## config.mk

```make
export PLATFORM = sky130hd
export DESIGN_NAME = i2c_master_register_access_core
export DESIGN_NICKNAME = d
export VERILOG_FILES = /design/src/design/imc_pkg.sv /design/src/design/imc_front.sv /design/src/design/imc_queue.sv /design/src/design/imc_engine.sv /design/src/design/i2c_master_register_access_core.sv
export VERILOG_INCLUDE_DIRS = /design/src /design/src/design
export SDC_FILE = /design/constraint.sdc
export NUM_CORES = 1
export LEC_CHECK = 0
export BUFFER_PORTS_ARGS = -buffer_cell sky130_fd_sc_hd__buf_4
export CORE_UTILIZATION = 29
export DETAILED_ROUTE_END_ITERATION = 12
export GPL_TIMING_DRIVEN = 0
export MAX_ROUTING_LAYER = met4
export SYNTH_ARGS = -nofsm -noshare
export SYNTH_HDL_FRONTEND = slang
export SYNTH_HIERARCHICAL = 1
export SYNTH_SLANG_ARGS = --single-unit
```

## constraint.sdc

```tcl
create_clock -name clk -period 4.5 [get_ports clk]
set_clock_uncertainty 0.05 [all_clocks]
set_input_delay 1.35 -clock clk [delete_from_list [all_inputs] [get_ports clk]]
set_output_delay 1.35 -clock clk [all_outputs]
set_load 0.05 [all_outputs]
```

## src/design/assert_macros.svh

```systemverilog
// assertion helpers for the register access core
`ifndef ASSERT_MACROS_SVH
`define ASSERT_MACROS_SVH

`ifndef NO_ASSERTIONS

`define ASSERT_IMPLIES(label, clk, rst_n, ante, cons) \
	label: assert property (@(posedge clk) disable iff (!rst_n) (ante) |-> (cons)) \
		else $error("assertion failed");

`define ASSERT_NEXT(label, clk, rst_n, ante, cons) \
	label: assert property (@(posedge clk) disable iff (!rst_n) (ante) |=> (cons)) \
		else $error("assertion failed");

`else

`define ASSERT_IMPLIES(label, clk, rst_n, ante, cons)

`define ASSERT_NEXT(label, clk, rst_n, ante, cons)

`endif

`endif

```

## src/design/imc_pkg.sv

```systemverilog
package imc_pkg;

	localparam int QueueDepth  = 4;
	localparam int QueuePtrW   = $clog2(QueueDepth);
	localparam int QueueCntW   = $clog2(QueueDepth + 1);
	localparam int ByteBits    = 8;
	localparam int RecoverPulses = 9;
	localparam logic [7:0] AckTimeoutReset = 8'd20;

	typedef enum logic [1:0] {
		CMD_NONE    = 2'd0,
		CMD_WRITE   = 2'd1,
		CMD_READ    = 2'd2,
		CMD_RECOVER = 2'd3
	} cmd_t;

	typedef enum logic [2:0] {
		ST_OK        = 3'd0,
		ST_ADDR_NACK = 3'd1,
		ST_REG_NACK  = 3'd2,
		ST_DATA_NACK = 3'd3,
		ST_ZERO_LEN  = 3'd4
	} status_t;

	typedef struct packed {
		cmd_t       cmd;
		logic       zero_len;
		logic [6:0] device_address;
		logic [7:0] register_number;
		logic [7:0] write_data;
		logic [7:0] read_length;
		logic       sda_sample;
	} item_t;

	typedef struct packed {
		logic       scl_level;
		logic       sda_level;
		logic       busy_res;
		logic       byte_valid;
		logic [7:0] read_byte;
		logic       read_last;
		logic       done_res;
		status_t    status;
	} res_t;

endpackage

```

## src/design/imc_front.sv

```systemverilog
module imc_front import imc_pkg::*; (
	input  logic       in_valid,
	output logic       in_stall,
	input  logic [1:0] op,
	input  logic [6:0] device_address,
	input  logic [7:0] register_number,
	input  logic [7:0] write_data,
	input  logic [7:0] read_length,
	input  logic       sda_sample,
	output logic       push_valid,
	input  logic       push_stall,
	output item_t      push_item
);

	// decode the command and flag an empty read run up front
	always_comb begin
		push_item.cmd             = cmd_t'(op);
		push_item.zero_len        = (read_length == 8'd0);
		push_item.device_address  = device_address;
		push_item.register_number = register_number;
		push_item.write_data      = write_data;
		push_item.read_length     = read_length;
		push_item.sda_sample      = sda_sample;
	end

	assign push_valid = in_valid;
	assign in_stall   = push_stall;

endmodule

```

## src/design/imc_queue.sv

```systemverilog
module imc_queue import imc_pkg::*; (
	input  logic  clk,
	input  logic  arst_n,
	input  logic  push_valid,
	output logic  push_stall,
	input  item_t push_item,
	output logic  pop_valid,
	input  logic  pop_stall,
	output item_t pop_item
);

	item_t                 entries_q [QueueDepth];
	logic [QueuePtrW-1:0]  wr_ptr_q;
	logic [QueuePtrW-1:0]  rd_ptr_q;
	logic [QueueCntW-1:0]  count_q;
	logic                  push;
	logic                  pop;

	assign push_stall = (count_q == QueueCntW'(QueueDepth));
	assign pop_valid  = (count_q != '0);
	assign pop_item   = entries_q[rd_ptr_q];
	assign push       = push_valid && !push_stall;
	assign pop        = pop_valid && !pop_stall;

	always_ff @(posedge clk) begin
		if (push) begin
			entries_q[wr_ptr_q] <= push_item;
		end
	end

	always_ff @(posedge clk or negedge arst_n) begin
		if (!arst_n) begin
			wr_ptr_q <= '0;
			rd_ptr_q <= '0;
			count_q  <= '0;
		end else begin
			if (push) begin
				wr_ptr_q <= wr_ptr_q + 1'b1;
			end
			if (pop) begin
				rd_ptr_q <= rd_ptr_q + 1'b1;
			end
			unique case ({push, pop})
				2'b10:   count_q <= count_q + 1'b1;
				2'b01:   count_q <= count_q - 1'b1;
				default: count_q <= count_q;
			endcase
		end
	end

endmodule

```

## src/design/imc_engine.sv

```systemverilog
module imc_engine import imc_pkg::*; (
	input  logic       clk,
	input  logic       arst_n,
	input  logic [7:0] ack_timeout,
	input  logic       item_valid,
	output logic       item_stall,
	input  item_t      item,
	output logic       res_valid,
	input  logic       res_stall,
	output res_t       res
);

	typedef enum logic [4:0] {
		PH_IDLE, PH_ST_HI, PH_ST_LO, PH_TX_LOW, PH_TX_HIGH, PH_AK_LOW, PH_AK_HIGH,
		PH_AK_CHECK, PH_RB_HIGH, PH_RB_SAMPLE, PH_RA_HIGH, PH_RA_END, PH_SP_A,
		PH_SP_B, PH_SP_C, PH_RC_LOW, PH_RC_HIGH
	} phase_t;

	phase_t     phase_q, ph, ph_n;
	logic [3:0] bit_count_q, bc_n;
	logic [7:0] shift_q, sb_n;
	logic [7:0] bytes_left_q, bl_n;
	logic [7:0] ack_wait_q, aw_n;
	logic [6:0] dev_q, dev_n;
	logic [7:0] reg_q, reg_n;
	logic [7:0] wdata_q, wr_n;
	logic       scl_q, scl_n;
	logic       sda_q, sda_n;
	cmd_t       kind_q, kind_n;
	logic [1:0] stage_q, stage_n;
	status_t    code_q, code_n;
	logic       done;
	status_t    st;
	logic       bv;
	logic [7:0] rb;
	logic       rl;
	logic       fire;
	logic       res_valid_q;
	res_t       res_q;

	assign item_stall = res_valid_q && res_stall;
	assign fire       = item_valid && !item_stall;
	assign res_valid  = res_valid_q;
	assign res        = res_q;

	always_comb begin
		ph      = phase_q;
		bc_n    = bit_count_q;
		sb_n    = shift_q;
		bl_n    = bytes_left_q;
		aw_n    = ack_wait_q;
		dev_n   = dev_q;
		reg_n   = reg_q;
		wr_n    = wdata_q;
		scl_n   = scl_q;
		sda_n   = sda_q;
		kind_n  = kind_q;
		stage_n = stage_q;
		code_n  = code_q;
		done    = 1'b0;
		st      = ST_OK;
		bv      = 1'b0;
		rb      = 8'd0;
		rl      = 1'b0;

		// command launch when idle
		if (phase_q == PH_IDLE && item.cmd != CMD_NONE) begin
			if (item.cmd == CMD_READ && item.zero_len) begin
				done = 1'b1;
				st   = ST_ZERO_LEN;
			end else begin
				dev_n   = item.device_address;
				reg_n   = item.register_number;
				wr_n    = item.write_data;
				bl_n    = item.read_length;
				kind_n  = item.cmd;
				stage_n = 2'd0;
				bc_n    = 4'd0;
				code_n  = ST_OK;
				sb_n    = {item.device_address, 1'b0};
				ph      = (item.cmd == CMD_RECOVER) ? PH_RC_LOW : PH_ST_HI;
			end
		end

		ph_n = ph;
		unique case (ph)
			PH_IDLE: begin
			end
			PH_ST_HI: begin
				scl_n = 1'b1; sda_n = 1'b1;
				ph_n  = PH_ST_LO;
			end
			PH_ST_LO: begin
				scl_n = 1'b1; sda_n = 1'b0;
				bc_n  = 4'd0;
				ph_n  = PH_TX_LOW;
			end
			PH_TX_LOW: begin
				scl_n = 1'b0; sda_n = sb_n[7];
				ph_n  = PH_TX_HIGH;
			end
			PH_TX_HIGH: begin
				scl_n = 1'b1; sda_n = sb_n[7];
				sb_n  = {sb_n[6:0], 1'b0};
				bc_n  = bc_n + 4'd1;
				ph_n  = (bc_n >= 4'(ByteBits)) ? PH_AK_LOW : PH_TX_LOW;
			end
			PH_AK_LOW: begin
				scl_n = 1'b0; sda_n = 1'b1;
				aw_n  = 8'd0;
				ph_n  = PH_AK_HIGH;
			end
			PH_AK_HIGH: begin
				scl_n = 1'b1; sda_n = 1'b1;
				ph_n  = PH_AK_CHECK;
			end
			PH_AK_CHECK: begin
				if (!item.sda_sample) begin
					scl_n = 1'b0; sda_n = 1'b1;
					bc_n  = 4'd0;
					if (stage_n == 2'd0) begin
						sb_n    = reg_n;
						stage_n = 2'd1;
						ph_n    = PH_TX_LOW;
					end else if (stage_n == 2'd1) begin
						stage_n = 2'd2;
						if (kind_n == CMD_READ) begin
							sb_n = {dev_n, 1'b1};
							ph_n = PH_ST_HI;
						end else begin
							sb_n = wr_n;
							ph_n = PH_TX_LOW;
						end
					end else if (kind_n == CMD_READ) begin
						sb_n = 8'd0;
						ph_n = PH_RB_HIGH;
					end else begin
						code_n = ST_OK;
						ph_n   = PH_SP_A;
					end
				end else if (aw_n >= ack_timeout) begin
					scl_n = 1'b0; sda_n = 1'b1;
					unique case (stage_n)
						2'd0:    code_n = ST_ADDR_NACK;
						2'd1:    code_n = ST_REG_NACK;
						2'd2:    code_n = ST_DATA_NACK;
						default: code_n = ST_ZERO_LEN;
					endcase
					ph_n = PH_SP_A;
				end else begin
					aw_n  = aw_n + 8'd1;
					scl_n = 1'b1; sda_n = 1'b1;
				end
			end
			PH_RB_HIGH: begin
				scl_n = 1'b1; sda_n = 1'b1;
				ph_n  = PH_RB_SAMPLE;
			end
			PH_RB_SAMPLE: begin
				sb_n = {sb_n[6:0], item.sda_sample};
				bc_n = bc_n + 4'd1;
				if (bc_n < 4'(ByteBits)) begin
					scl_n = 1'b0; sda_n = 1'b1;
					ph_n  = PH_RB_HIGH;
				end else begin
					bv    = 1'b1;
					rb    = sb_n;
					rl    = (bl_n <= 8'd1);
					scl_n = 1'b0; sda_n = rl;
					ph_n  = PH_RA_HIGH;
				end
			end
			PH_RA_HIGH: begin
				scl_n = 1'b1;
				ph_n  = PH_RA_END;
			end
			PH_RA_END: begin
				if (bl_n != 8'd0) begin
					bl_n = bl_n - 8'd1;
				end
				if (bl_n != 8'd0) begin
					scl_n = 1'b0; sda_n = 1'b1;
					bc_n  = 4'd0;
					sb_n  = 8'd0;
					ph_n  = PH_RB_HIGH;
				end else begin
					scl_n  = 1'b0; sda_n = 1'b0;
					code_n = ST_OK;
					ph_n   = PH_SP_B;
				end
			end
			PH_SP_A: begin
				scl_n = 1'b0; sda_n = 1'b0;
				ph_n  = PH_SP_B;
			end
			PH_SP_B: begin
				scl_n = 1'b1; sda_n = 1'b0;
				ph_n  = PH_SP_C;
			end
			PH_SP_C: begin
				scl_n = 1'b1; sda_n = 1'b1;
				done  = 1'b1;
				st    = code_n;
				ph_n  = PH_IDLE;
			end
			PH_RC_LOW: begin
				scl_n = 1'b0; sda_n = 1'b1;
				ph_n  = PH_RC_HIGH;
			end
			PH_RC_HIGH: begin
				scl_n = 1'b1; sda_n = 1'b1;
				bc_n  = bc_n + 4'd1;
				if (bc_n >= 4'(RecoverPulses)) begin
					code_n = ST_OK;
					ph_n   = PH_SP_A;
				end else begin
					ph_n = PH_RC_LOW;
				end
			end
			default: begin
				scl_n = 1'b1; sda_n = 1'b1;
				ph_n  = PH_IDLE;
			end
		endcase
	end

	always_ff @(posedge clk or negedge arst_n) begin
		if (!arst_n) begin
			phase_q      <= PH_IDLE;
			bit_count_q  <= 4'd0;
			shift_q      <= 8'd0;
			bytes_left_q <= 8'd0;
			ack_wait_q   <= 8'd0;
			dev_q        <= 7'd0;
			reg_q        <= 8'd0;
			wdata_q      <= 8'd0;
			scl_q        <= 1'b1;
			sda_q        <= 1'b1;
			kind_q       <= CMD_NONE;
			stage_q      <= 2'd0;
			code_q       <= ST_OK;
			res_valid_q  <= 1'b0;
			res_q        <= '0;
		end else begin
			if (fire) begin
				phase_q      <= ph_n;
				bit_count_q  <= bc_n;
				shift_q      <= sb_n;
				bytes_left_q <= bl_n;
				ack_wait_q   <= aw_n;
				dev_q        <= dev_n;
				reg_q        <= reg_n;
				wdata_q      <= wr_n;
				scl_q        <= scl_n;
				sda_q        <= sda_n;
				kind_q       <= kind_n;
				stage_q      <= stage_n;
				code_q       <= code_n;
				res_valid_q  <= 1'b1;
				res_q.scl_level  <= scl_n;
				res_q.sda_level  <= sda_n;
				res_q.busy_res   <= (ph_n != PH_IDLE);
				res_q.byte_valid <= bv;
				res_q.read_byte  <= rb;
				res_q.read_last  <= rl;
				res_q.done_res   <= done;
				res_q.status     <= st;
			end else if (!res_stall) begin
				res_valid_q <= 1'b0;
			end
		end
	end

endmodule

```

## src/design/i2c_master_register_access_core.sv

```systemverilog
// I2C master for single register writes, register run reads and bus recovery, stepped by
// timing ticks. Every accepted input transaction is one bus tick (with the sampled SDA level
// and an optional command) and yields exactly one output transaction with the SCL/SDA levels
// for the next interval, busy, any received byte and the final status. Commands arriving while
// busy are ignored; a read of length zero finishes at once with status 4. Ticks enter a
// four-entry queue and are executed by the bus sequencer one per clock, so the block sustains
// one tick per cycle when nothing stalls; each tick is queued and its result registered.
// The acknowledge timeout register may be written only while no transaction is in flight.
`include "assert_macros.svh"

module i2c_master_register_access_core import imc_pkg::*; (
	input  logic       clk,
	input  logic       arst_n,
	input  logic       in_valid,
	output logic       in_stall,
	input  logic [1:0] op,
	input  logic [6:0] device_address,
	input  logic [7:0] register_number,
	input  logic [7:0] write_data,
	input  logic [7:0] read_length,
	input  logic       sda_sample,
	output logic       out_valid,
	input  logic       out_stall,
	output logic       scl_level,
	output logic       sda_level,
	output logic       busy_res,
	output logic       byte_valid,
	output logic [7:0] read_byte,
	output logic       read_last,
	output logic       done_res,
	output logic [2:0] status,
	input  logic       cfg_valid,
	output logic       cfg_ready,
	input  logic [7:0] cfg_data
);

	logic       push_valid;
	logic       push_stall;
	item_t      push_item;
	logic       pop_valid;
	logic       pop_stall;
	item_t      pop_item;
	res_t       res;
	logic [7:0] ack_timeout_q;

	assign cfg_ready = 1'b1;

	always_ff @(posedge clk or negedge arst_n) begin
		if (!arst_n) begin
			ack_timeout_q <= AckTimeoutReset;
		end else if (cfg_valid && cfg_ready) begin
			ack_timeout_q <= cfg_data;
		end
	end

	imc_front u_front (
		.in_valid        (in_valid),
		.in_stall        (in_stall),
		.op              (op),
		.device_address  (device_address),
		.register_number (register_number),
		.write_data      (write_data),
		.read_length     (read_length),
		.sda_sample      (sda_sample),
		.push_valid      (push_valid),
		.push_stall      (push_stall),
		.push_item       (push_item)
	);

	imc_queue u_queue (
		.clk        (clk),
		.arst_n     (arst_n),
		.push_valid (push_valid),
		.push_stall (push_stall),
		.push_item  (push_item),
		.pop_valid  (pop_valid),
		.pop_stall  (pop_stall),
		.pop_item   (pop_item)
	);

	imc_engine u_engine (
		.clk         (clk),
		.arst_n      (arst_n),
		.ack_timeout (ack_timeout_q),
		.item_valid  (pop_valid),
		.item_stall  (pop_stall),
		.item        (pop_item),
		.res_valid   (out_valid),
		.res_stall   (out_stall),
		.res         (res)
	);

	assign scl_level  = res.scl_level;
	assign sda_level  = res.sda_level;
	assign busy_res   = res.busy_res;
	assign byte_valid = res.byte_valid;
	assign read_byte  = res.read_byte;
	assign read_last  = res.read_last;
	assign done_res   = res.done_res;
	assign status     = res.status;

	// a finished command leaves the sequencer idle
	`ASSERT_IMPLIES(a_done_idle, clk, arst_n, out_valid && done_res, !busy_res)
	// a received byte always comes mid command, ahead of its acknowledge
	`ASSERT_IMPLIES(a_byte_busy, clk, arst_n, out_valid && byte_valid, busy_res && !done_res)
	// status only accompanies done
	`ASSERT_IMPLIES(a_status_done, clk, arst_n, out_valid && status != ST_OK, done_res)
	// a received byte is followed by the acknowledge clock high tick
	`ASSERT_NEXT(a_ack_after_byte, clk, arst_n,
		out_valid && !out_stall && byte_valid && !scl_level, !out_valid || scl_level)

endmodule

```

; Word level (Yosys, flattened, before mapping)
; Memories as Yosys holds them, arrays and structs flattened.
; Cells that the tools add are included.
[word_totals]
input_bits = 47
output_inout_bits = 20
romBits = 0
ramBits = 140
memories = 1
latch_bits = 0
reg_bits = 98
wordCells = 174
[mem_list]
columns = memory, words, width, rd, rd_ports_with_merged_regs, wr, line_no
row1 = u_queue.entries_q, 4, 35, 1, 0, 1, imc_queue.sv:12  ; item_t entries_q [QueueDepth];
[classes]
div_mod_pow = 0
reduce_logical = 24
n_eq_ne = 27
bitwise = 0
n_mux = 84
order_cmp = 5
add_sub_neg = 7
multipliers = 0
shifts = 0
[op_table]
columns = op, count
row1 = $mux 8, 21
row2 = $pmux 5 s16, 1
row3 = $mux 3, 15
row4 = $eq 5x4->1 const B, 8
row5 = $pmux 8 s4, 1
row6 = $mux 5, 6
row7 = $mux 2, 11
row8 = $eq 5x3->1 const B, 4
row9 = $mux 4, 5
row10 = $pmux 3 s3, 2
row11 = $pmux 4 s4, 1
row12 = $pmux 8 s2, 1
row13 = $reduce_bool 8->1, 2
row14 = $mux 1, 15
row15 = $mux 7, 2
row16 = $eq 2x2->1 const B, 5
row17 = $eq 5x2->1 const B, 2
row18 = $logic_not 5->1, 2
row19 = $add 8x1->8 const B, 1
row20 = $ge 4x4->1 const B, 2
row21 = $ge 8x8->1, 1
row22 = $le 8x1->1 const B, 1
row23 = $logic_not 8->1, 1
row24 = $sub 8x1->8 const B, 1
row25 = 24 further kinds, 36

; Longest topological paths before layout
; Gate-level depths: netlist of the first run.
; An unclocked memory read counts as a cell.
[logic_depth]
depth_word = 12
mapped_depth = 17
ltp_nobuf = 12

; Hierarchy
; The synthesis of the first run kept the hierarchy.
[by_module_without_submodules]
columns = mod, seq_area_each_um2, cells_per_inst, instances, area_each_um2
row1 = imc_queue, 4379.2, 221, 1, 5534.1
row2 = imc_engine, 2079.5, 647, 1, 5467.7
row3 = i2c_master_register_access_core, 202.7, 19, 1, 345.3
row4 = imc_front, 0.0, 39, 1, 289.0

; Worst setup path before layout of the first run
; Ideal clock, no wire load.
[synth_path]
kind = reg2reg
startpoint = register u_queue.rd_ptr_q[0]
endpoint = register u_engine.code_q[0]
arrival_ps = 3966
setup_slack_ps = 358
path_stages_with_launch = 16
path_buffers = 3
setup_time_ps = 126
synth_period_minus_slack_ps = 4142
required_ps = 4324
cell_sequence = dfrtp_1 buf_6 buf_12 mux4_2 nand2b_1 a211oi_4 buf_4 mux2i_1 ha_1 nor2b_1 or4b_1 mux2i_1 a211oi_2 or3_1 a21oi_1 o21ai_0
[synth_lines]
columns = element, line_no
row1 = from (decl), imc_queue.sv:14  ; logic [QueuePtrW-1:0] rd_ptr_q;
row2 = from (signal assigned), imc_queue.sv:41  ; rd_ptr_q <= rd_ptr_q + 1'b1;
row3 = to (signal assigned), imc_engine.sv:258  ; code_q <= code_n;
row4 = to (decl), imc_engine.sv:31  ; status_t code_q, code_n;

==> flow_metrics.py, run 1 <==
metrics = {
    "run_status": {
        "run_status": "finished clean",
    },
    "critical_path": {
        "required_ps": 4840,
        "cp_top_family": "simple AND/OR/NAND/NOR gates",
        "cp_max_fo": 10,
        "r2r-end": "u_engine/code_q[2]",
        "path_buf_inv": 3,
        "cp-startpoint": "u_queue/rd_ptr_q[0]",
        "cp-start-kind": "register",
        "worstRegToRegCells": 15,
        "slowest_delay_ps": 610,
        "reg2reg_from": "u_queue/rd_ptr_q[0]",
        "endpoint_kind": "register",
        "worstSetupEndpoint": "u_engine/code_q[2]",
        "worstPathArrival_ps": 4690,
        "r2r_setup_slack_ps": 150,
        "critical_path_class": "reg2reg",
        "cp_cell_sequence": "buf_12, buf_12, mux4_2, nand2b_4, a211oi_4, buf_6, mux2i_4, ha_4, nor2b_1, or4b_4, mux2i_4, a211oi_4, or3_4, a21oi_1, o32ai_1",
        "critPathSlowestCell": "mux4_2",
        "worstSetupPathDepth": 15,
    },
    "pwr": {
        "p_leak_nw": 5.190,
        "p_per_area_nw_per_um2": 646.4,
        "peakVddDrop_mv": 0.2784,
        "power_mw": 8.847,
    },
    "synthesis": {
        "syn-num-nets": 996,
        "yosysWarningCount": 6,
        "syn_inst": 926,
        "synth_edf_count": 140,
        "ys.flop_type": "edfxtp_1",
        "async_reset_ff_share_pct": 41.18,
        "synth.ff_latch_count": 238,
        "avgSynthCellArea_um2": 12.57,
        "synth_cell_type_count": 74,
        "synth_top_cells_by_area": "edfxtp_1 36%, dfrtp_1 20%, mux4_2 5.4%",
        "yosysTopAreaCell": "edfxtp_1",
        "yosysTopAreaCellShare_pct": 36.13,
        "mappedNetlistArea_um2": 11640,
        "seq_area_frac_synth_pct": 57.25,
    },
    "clocking": {
        "clockBufferDepth": 3,
        "cts_buffers": 26,
        "clkSinkCount": 238,
        "cts_tree": "built",
        "clkTransAtPathRegs_ps": 60,
        "cts_htree_levels": 1,
        "clk_latency_ps": 540,
        "ctsHoldBuffers": 0,
        "root_buffer": "clkbuf_16",
    },
    "route": {
        "ant_nets": 0,
        "via_per_inst": 5.024,
        "vias": 7767,
        "wl_per_cell_um": 18.78,
        "drt-pass1-iter-count": 5,
        "drt-initial-drc-count": 594,
        "drc": 0,
        "wl_um": 29040,
    },
    "grt": {
        "grt_pass1_wl_um": 45600,
        "grt_start_max_net_pins": 99,
        "antenna_found_initial": 0,
        "grt_overflow": 0,
        "grt_usage_pct": 14.57,
        "grt_pass1_vias": 7968,
    },
    "place": {
        "io_buffers": 37,
        "dp_worst_setup_slack_ps": -1183,
        "placed_area_um2": 12660,
        "dp_hpwl_um": 20360,
        "gp_congestion": 0.9186,
        "place_inst": 1492,
    },
    "die": {
        "floorplan.rows": 73,
        "fp.dieW_um": 202.3,
        "start_util_pct": 29.35,
        "num_io_pins": 67,
        "fp.dieH_um": 202.3,
        "fp.dieArea_um2": 40930,
        "core-area_um2": 39640,
    },
    "hold_path": {
        "worstHoldPathType": "reg2reg",
        "worstHoldStart": "u_engine/res[3]",
    },
    "cells_and_area": {
        "drive_gt1_share_pct": 23.51,
        "finalNetCount": 1072,
        "post-route-util_pct": 34.53,
        "area_delta_synth_final_pct": 17.62,
        "final_cells": 1546,
        "antenna_cells": 0,
        "fillCellCount": 3944,
        "final_area_um2": 13690,
    },
    "timing": {
        "worst_pin_slew_ps": 1044,
        "fmax_mhz": 229.9,
        "final.min_clock_period_ps": 4350,
        "fin_ws_ps": 150.0,
        "post-route-period-util_pct": 96.67,
        "tns_ps": 0,
        "slew_headroom_pct": 30.24,
        "rsz0062_at_grt": "no",
        "finalSetupViolCount": 0,
        "maxSlewViolCount": 0,
        "whs_ps": 415.6,
        "final_hold_viol_count": 0,
    },
    "job": {
        "max_cap_viol_count": 0,
    },
}
registers in the layout, summed over array words and instances (netlist names):
name / cells
u_queue/entries_q: 140
u_engine/res: 17
ack_timeout_q: 8
u_engine/ack_wait_q: 8
u_engine/bytes_left_q: 8
u_engine/reg_q: 8
u_engine/shift_q: 8
u_engine/wdata_q: 8
u_engine/dev_q: 7
u_engine/phase_q: 5
u_engine/bit_count_q: 4
u_engine/code_q: 3
u_queue/count_q: 3
u_engine/kind_q: 2
u_engine/stage_q: 2
u_queue/rd_ptr_q: 2
u_queue/wr_ptr_q: 2
u_engine/res_valid: 1
u_engine/scl_q: 1
u_engine/sda_q: 1
synthesized netlist by cell type, types with 6 or more instances:
cell type / n
mux2_4: 8
a31oi_1: 8
edfxtp_1: 140
clkbuf_1: 25
nand2_1: 85
inv_1: 32
mux4_1: 7
mux2i_1: 23
buf_4: 38
nand3b_1: 10
o21ai_0: 42
a21oi_1: 43
nor3_1: 24
nand3_1: 25
dfrtp_1: 94
nand2b_1: 9
o21a_1: 6
and2_1: 8
ha_1: 22
mux4_2: 28
buf_2: 10
nor2_1: 66
o22ai_1: 10
or3_1: 10
mux2_2: 28
nor3b_1: 6
xnor2_1: 11
nor4_1: 14
where the power goes:
group          internal (mW)  leakage [nW]  total (mW)  switching [mW]
sequential              2.90          2.50        3.15           0.252
clock                   1.10         0.382        1.94           0.845
combinational           1.49          2.31        3.75            2.26
cell type report:
type / instances / area (um^2) / share of cell area [%]
buffer: 80 / 555.5 / 4.059
sequential: 238 / 6661 / 48.67
timing repair buffer: 49 / 441.7 / 3.227
tap: 525 / 656.9 / 4.799
inverter: 32 / 120.1 / 0.8776
clock inverter: 12 / 76.32 / 0.5576
clock buffer: 35 / 704.4 / 5.147
multi-input combinational: 575 / 4471 / 32.66
layer usage:
layer	share of wire (%)	GRT usage, %	vias to the layer above
met3	4.8	1.757	55
met1	44	18.79	3917
met5	0	-	-
li1	-	-	3574
met2	49	24.14	221
met4	2.4	4.028	0
cell usage in the layout, fill, tap and decap left out, types with 6 or more instances in the layout:
cell type  instances
a21oi_1           41
nor3b_1            6
mux2i_1           20
nand2_1           85
o22ai_1           10
nand3_1           25
nor3_1            23
nand3b_1          10
dfrtp_1           94
nor2_1            66
or3_1              9
o21a_1             6
edfxtp_1         140
buf_2              8
ha_1              21
clkbuf_16         26
mux4_1             7
clkbuf_1          30
mux4_2            28
mux2_4             8
a31oi_1            8
nand2b_1           8
nor4_1            14
buf_12             8
inv_1             32
xnor2_1           11
buf_4             82
mux2_2            28
o21ai_0           42
worst reg2reg max path, stage by stage (launching register included):
cell and delay, ps:
dfrtp_1 370, buf_12 170, buf_12 180, mux4_2 610
nand2b_4 210, a211oi_4 320, buf_6 180, mux2i_4 270
ha_4 180, nor2b_1 150, or4b_4 500, mux2i_4 200
a211oi_4 140, or3_4 410, a21oi_1 160, o32ai_1 120
timing repair:
item	4_1_cts	5_1_grt
resized for setup	24	15
setup buffers	5	2
pin swaps	4	4
hold endpoints to repair	0	0
endpoints found under the setup margin	27	21
logic make-up after synthesis:
| group | share of synthesized area [%] |
|---|---|
| adder cells (fa/ha/maj) | 2.538 |
| XOR/XNOR | 1.204 |
| AND/OR/NAND/NOR | 12.14 |
| AO/OA/AOI/OAI | 8.527 |
| flip-flops | 57.25 |
| buffers and inverters | 5.591 |
| multiplexers | 12.72 |
| other | 0.03223 |
worst min path at each step:
stage,slack (ps),end,cells past startpoint
after global placement,410,u_engine/res[1],2
after CTS,430,u_engine/res[3],2
after detailed placement,410,u_engine/res[3],2
after floorplan,390,u_engine/kind_q[1],2
final,420,u_engine/res[3],2
after global routing,460,u_queue/count_q[2],1
Note: power is estimated with default switching activity, not from simulation.
==> run 2, diff against run 1 <==
--- a/config.mk
+++ b/config.mk
@@ -7,10 +7,14 @@
 export NUM_CORES = 1
 export LEC_CHECK = 0
 export BUFFER_PORTS_ARGS = -buffer_cell sky130_fd_sc_hd__buf_4
-export CORE_UTILIZATION = 29
+export CAP_MARGIN = 20
+export CELL_PAD_IN_SITES_DETAIL_PLACEMENT = 0
+export CELL_PAD_IN_SITES_GLOBAL_PLACEMENT = 2
+export CORE_UTILIZATION = 30
 export DETAILED_ROUTE_END_ITERATION = 12
 export GPL_TIMING_DRIVEN = 0
 export MAX_ROUTING_LAYER = met4
+export PLACE_DENSITY_LB_ADDON = 0.1
 export SYNTH_ARGS = -nofsm -noshare
 export SYNTH_HDL_FRONTEND = slang
 export SYNTH_HIERARCHICAL = 1
==> run 2 against run 1 <==
Wire length increased by 9.6%. Cell area rose by 1.3%. First-iteration DRC count fell by 44%. Sequential power about the same. Hold slack about the same. Core utilization rose by 2.0 points. Non-clock buffer count grew 3. Clock power is 16% higher. Flip-flop and latch count did not move. Critical path depth unchanged. Critical path type unchanged.
==> flow_metrics.py, run 2 (same netlist as run 1, synthesis figures left out) <==
metrics = {
    "grt": {
        "grt_overflow": 0,
        "grt_usage_pct": 17.15,
        "antenna_found_initial": 1,
        "grt_pass1_vias": 8107,
        "grt_pass1_wl_um": 49210,
        "grt_start_max_net_pins": 51,
    },
    "clocking": {
        "ctsHoldBuffers": 0,
        "cts_tree": "built",
        "clkTransAtPathRegs_ps": 60,
        "clockBufferDepth": 3,
        "cts_buffers": 29,
        "clk_latency_ps": 570,
        "root_buffer": "clkbuf_16",
        "cts_htree_levels": 1,
        "clkSinkCount": 238,
    },
    "route": {
        "wl_um": 31840,
        "drt-pass1-iter-count": 5,
        "drc": 0,
        "drt-initial-drc-count": 332,
        "ant_nets": 0,
        "vias": 7595,
        "wl_per_cell_um": 20.66,
        "via_per_inst": 4.929,
    },
    "pwr": {
        "pwr-share-clk_pct": 24.3,
        "p_sw_mw": 3.529,
        "seqPwrFrac_pct": 34.0,
        "peakVddDrop_mv": 0.3167,
        "p_leak_nw": 5.283,
        "p_sw_share_pct": 38.10,
        "p_int_mw": 5.733,
        "combPwrFrac_pct": 41.7,
        "power_mw": 9.262,
        "p_per_area_nw_per_um2": 668.1,
    },
    "die": {
        "num_io_pins": 67,
        "fp.dieArea_um2": 39580,
        "start_util_pct": 30.68,
        "fp.dieW_um": 198.9,
        "floorplan.rows": 71,
        "core-area_um2": 37930,
        "fp.dieH_um": 198.9,
    },
    "timing": {
        "slew_headroom_pct": 26.43,
        "whs_ps": 415.4,
        "fmax_mhz": 229.7,
        "maxSlewViolCount": 0,
        "final.min_clock_period_ps": 4354,
        "post-route-period-util_pct": 96.75,
        "worst_pin_slew_ps": 1101,
        "final_hold_viol_count": 0,
        "fin_ws_ps": 146.1,
        "finalSetupViolCount": 0,
        "tns_ps": 0,
        "rsz0062_at_grt": "no",
    },
    "cells_and_area": {
        "layout_commonest_cell": "edfxtp_1",
        "layout_common_cells": "140 x edfxtp_1, 94 x dfrtp_1, 85 x nand2_1, 84 x buf_4, 65 x nor2_1",
        "drive_gt1_share_pct": 24.95,
        "final_area_um2": 13860,
        "largest_register_ffs": 140,
        "final_cells": 1541,
        "area_delta_synth_final_pct": 19.14,
        "antenna_cells": 0,
        "top_register": "u_queue/entries_q",
        "post-route-util_pct": 36.55,
        "finalNetCount": 1078,
    },
    "critical_path": {
        "r2r-end": "u_engine/code_q[2]",
        "cp-start-kind": "register",
        "worstPathArrival_ps": 4700,
        "endpoint_kind": "register",
        "r2r_setup_slack_ps": 150,
        "reg2reg_from": "u_queue/rd_ptr_q[0]",
        "critical_path_class": "reg2reg",
        "cp_max_fo": 10,
        "worstRegToRegCells": 15,
        "required_ps": 4840,
    },
    "place": {
        "gp_congestion": 0.8565,
        "dp_hpwl_um": 22380,
        "dp_worst_setup_slack_ps": -1469,
        "io_buffers": 37,
        "placed_area_um2": 12670,
        "place_inst": 1479,
    },
    "run_status": {
        "run_status": "finished clean",
    },
    "job": {
        "max_cap_viol_count": 0,
    },
    "hold_path": {
        "worstHoldStart": "u_engine/res[1]",
        "min_path_cells": 2,
        "worstHoldPathType": "reg2reg",
        "whs_endpoint": "u_engine/res[1]",
    },
}
==> run 2: per-layer routing <==
metal / GRT usage (%) / wire, um / vias to the layer above
li1: - / - / 3589
met1: 22.34 / 14770 / 3821
met2: 27.61 / 15070 / 139
met3: 2.679 / 1267 / 46
met4: 4.900 / 724 / 0
met5: - / 0 / -
==> run 2: critical path, cell delays in order (launching register included) <==
cell	delay, ps
dfrtp_1	370
buf_12	170
buf_12	160
mux4_2	590
nand2b_4	200
a211oi_4	320
buf_6	180
mux2i_4	270
ha_4	190
nor2b_2	160
or4b_4	490
mux2i_4	200
a211oi_4	130
or3_4	420
a21oi_1	160
o32ai_1	110
==> run 2: layout make-up <==
class	count	area [um^2]
clock buffers	35	758.2
fillers	3750	24070
inverters	32	120.1
multi-input cells	575	4483
plain buffers	79	544.3
flip-flops and latches	238	6661
well taps	511	639.4
repair buffers	53	496.7
clock inverters	18	160.2
==> run 2: timing repair <==
item,4_1_cts,5_1_grt
gates resized for setup,28,15
endpoints found under the setup margin,28,23
pin swaps,3,4
hold endpoints to repair,0,0
gates cloned,0,0
setup buffers,6,5
==> run 2: worst max path at each step <==
stage	from	end	slack, ps	depth (start not counted)
2_1_floorplan	u_queue/rd_ptr_q[0]	u_engine/code_q[0]	360	15
3_3_place_gp	u_queue/rd_ptr_q[0]	u_engine/res[14]	-1570	15
3_5_place_dp	u_queue/rd_ptr_q[0]	u_engine/res[14]	-1470	15
4_1_cts	u_queue/rd_ptr_q[0]	u_engine/code_q[2]	6	15
5_1_grt	u_queue/rd_ptr_q[0]	u_engine/res[14]	10	16
6_report	u_queue/rd_ptr_q[0]	u_engine/code_q[2]	150	15
==> run 2: power groups by stage <==
stage | registers (mW) | clock network (mW) | logic [mW]
2_1_floorplan | 3.16 | 0 | 2.50
3_3_place_gp | 3.20 | 0 | 3.68
3_5_place_dp | 3.18 | 0 | 3.70
4_1_cts | 3.15 | 2.34 | 3.82
5_1_grt | 3.21 | 2.42 | 4.24
6_report | 3.15 | 2.25 | 3.86
==> run 3, diff against run 2 <==
--- a/config.mk
+++ b/config.mk
@@ -10,6 +10,7 @@
 export CAP_MARGIN = 20
 export CELL_PAD_IN_SITES_DETAIL_PLACEMENT = 0
 export CELL_PAD_IN_SITES_GLOBAL_PLACEMENT = 2
+export CORE_MARGIN = 8
 export CORE_UTILIZATION = 30
 export DETAILED_ROUTE_END_ITERATION = 12
 export GPL_TIMING_DRIVEN = 0
==> run 3 against run 2 <==
Via count increased by 1.8%. Wire length up 3.4%. Die area increased by 15%. Combinational power increased by 2%. Core utilization is 0.075 points lower. Hold slack better by 2.7 ps. Critical path type unchanged. Largest cell class unchanged.
==> flow_metrics.py, run 3 (same netlist as run 1, synthesis figures left out) <==
metrics = {
    "cells_and_area": {
        "layout_common_cells": "140 x edfxtp_1, 94 x dfrtp_1, 93 x buf_4, 85 x nand2_1, 66 x nor2_1",
        "largest_register_ffs": 140,
        "finalNetCount": 1087,
        "layout_commonest_cell": "edfxtp_1",
        "final_cells": 1558,
        "top_register": "u_queue/entries_q",
        "post-route-util_pct": 36.47,
        "area_delta_synth_final_pct": 20.57,
        "final_area_um2": 14030,
        "drive_gt1_share_pct": 25.29,
        "antenna_cells": 0,
    },
    "place": {
        "dp_worst_setup_slack_ps": -1613,
        "io_buffers": 37,
        "gp_congestion": 0.8361,
        "placed_area_um2": 12680,
        "place_inst": 1486,
        "dp_hpwl_um": 23170,
    },
    "grt": {
        "grt_start_max_net_pins": 64,
        "grt_pass1_vias": 8097,
        "grt_pass1_wl_um": 51000,
        "grt_usage_pct": 15.08,
        "antenna_found_initial": 0,
        "grt_overflow": 0,
    },
    "critical_path": {
        "cp-startpoint": "u_queue/rd_ptr_q[0]",
        "cp-start-kind": "register",
        "critical_path_class": "reg2reg",
        "critPathSlowestCell": "mux4_2",
        "worstRegToRegCells": 15,
        "endpoint_kind": "register",
        "r2r-end": "u_engine/res[14]",
        "cp_cell_sequence": "buf_12, buf_12, mux4_2, nand2b_4, a211oi_4, buf_6, mux2i_4, ha_4, nor2b_1, or4b_4, mux2i_4, a211oi_4, nor3_1, nand3b_1, o32a_1",
        "reg2reg_from": "u_queue/rd_ptr_q[0]",
        "worstPathArrival_ps": 4810,
        "cp_max_fo": 10,
        "slowest_delay_ps": 600,
        "r2r_setup_slack_ps": 140,
        "required_ps": 4950,
    },
    "pwr": {
        "p_sw_mw": 3.551,
        "p_int_mw": 5.999,
        "seqPwrFrac_pct": 33.0,
        "pwr-share-clk_pct": 26.0,
        "p_sw_share_pct": 37.18,
        "peakVddDrop_mv": 0.3241,
        "p_leak_nw": 5.372,
        "power_mw": 9.550,
        "combPwrFrac_pct": 41.0,
        "p_per_area_nw_per_um2": 680.7,
    },
    "die": {
        "fp.dieW_um": 212.9,
        "fp.dieArea_um2": 45350,
        "core-area_um2": 38470,
        "num_io_pins": 67,
        "fp.dieH_um": 212.9,
        "start_util_pct": 30.25,
        "floorplan.rows": 72,
    },
    "clocking": {
        "clk_latency_ps": 570,
        "cts_tree": "built",
        "clockBufferDepth": 3,
        "root_buffer": "clkbuf_16",
        "cts_buffers": 29,
        "cts_htree_levels": 1,
        "clkTransAtPathRegs_ps": 60,
        "clkSinkCount": 238,
    },
    "hold_path": {
        "worstHoldStart": "u_engine/res[3]",
        "min_path_cells": 2,
        "worstHoldPathType": "reg2reg",
        "whs_endpoint": "u_engine/res[3]",
    },
    "timing": {
        "whs_ps": 418.1,
        "final.min_clock_period_ps": 4361,
        "slew_headroom_pct": 23.82,
        "rsz0062_at_grt": "no",
        "post-route-period-util_pct": 96.90,
        "fin_ws_ps": 139.3,
        "finalSetupViolCount": 0,
        "final_hold_viol_count": 0,
        "tns_ps": 0,
        "fmax_mhz": 229.3,
        "maxSlewViolCount": 0,
        "worst_pin_slew_ps": 1140,
    },
    "route": {
        "wl_per_cell_um": 21.13,
        "drt-pass1-iter-count": 5,
        "wl_um": 32930,
        "ant_nets": 0,
        "via_per_inst": 4.960,
        "drc": 0,
        "drt-initial-drc-count": 483,
        "vias": 7728,
    },
    "run_status": {
        "run_status": "finished clean",
    },
    "job": {
        "max_cap_viol_count": 0,
    },
}
==> run 3: power groups by stage <==
stage	Combinational [mW]	Sequential (mW)	Clock (mW)
after global placement	3.67	3.20	0
after detailed placement	3.71	3.19	0
after global routing	4.28	3.21	2.65
after CTS	3.84	3.15	2.57
final	3.92	3.15	2.48
after floorplan	2.50	3.16	0
==> run 3: worst max path at each step <==
stage,endpoint,slack (ps)
CTS,u_engine/res[14],40
detailed placement,u_engine/shift_q[6],-1610
finish,u_engine/res[14],140
global placement,u_engine/shift_q[6],-1730
global route,u_engine/bytes_left_q[5],2
floorplan,u_engine/code_q[0],360
==> run 3: repair_timing <==
item / CTS / global route
hold buffers: 0 / 0
hold endpoints to repair: 0 / 0
setup endpoints to repair: 30 / 23
pin swaps: 6 / 4
buffers inserted: 9 / 10
resized for setup: 27 / 15
==> run 3: worst max-delay path: cells and delay by family, from the launching register on <==
| family | cells | cell delay [ps] |
|---|---|---|
| adder cells (fa/ha/maj) | 1 | 180 |
| AO/OA/AOI/OAI | 3 | 620 |
| buffers and inverters | 3 | 510 |
| AND/OR/NAND/NOR | 5 | 1470 |
| multiplexers | 3 | 1080 |
| flip-flops | 1 | 370 |
==> run 3: final cells by class <==
type                            count  area, um^2
Fill cell                        3841       24440
Sequential cell                   238        6661
Multi-Input combinational cell    575        4473
Clock buffer                       42       824.5
Tap cell                          518       648.1
Buffer                             80       560.5
Timing Repair Buffer               61       544.3
Clock inverter                     12       197.7
Inverter                           32       120.1
==> run 3: metal layers <==
metal  up-vias  share of wire [%]  global-route usage (%)
met3        44                3.0                   2.216
li1       3609                  -                       -
met2       148                 47                   23.83
met1      3927                 48                   20.33
met5         -                  0                       -
met4         0                2.2                   3.498
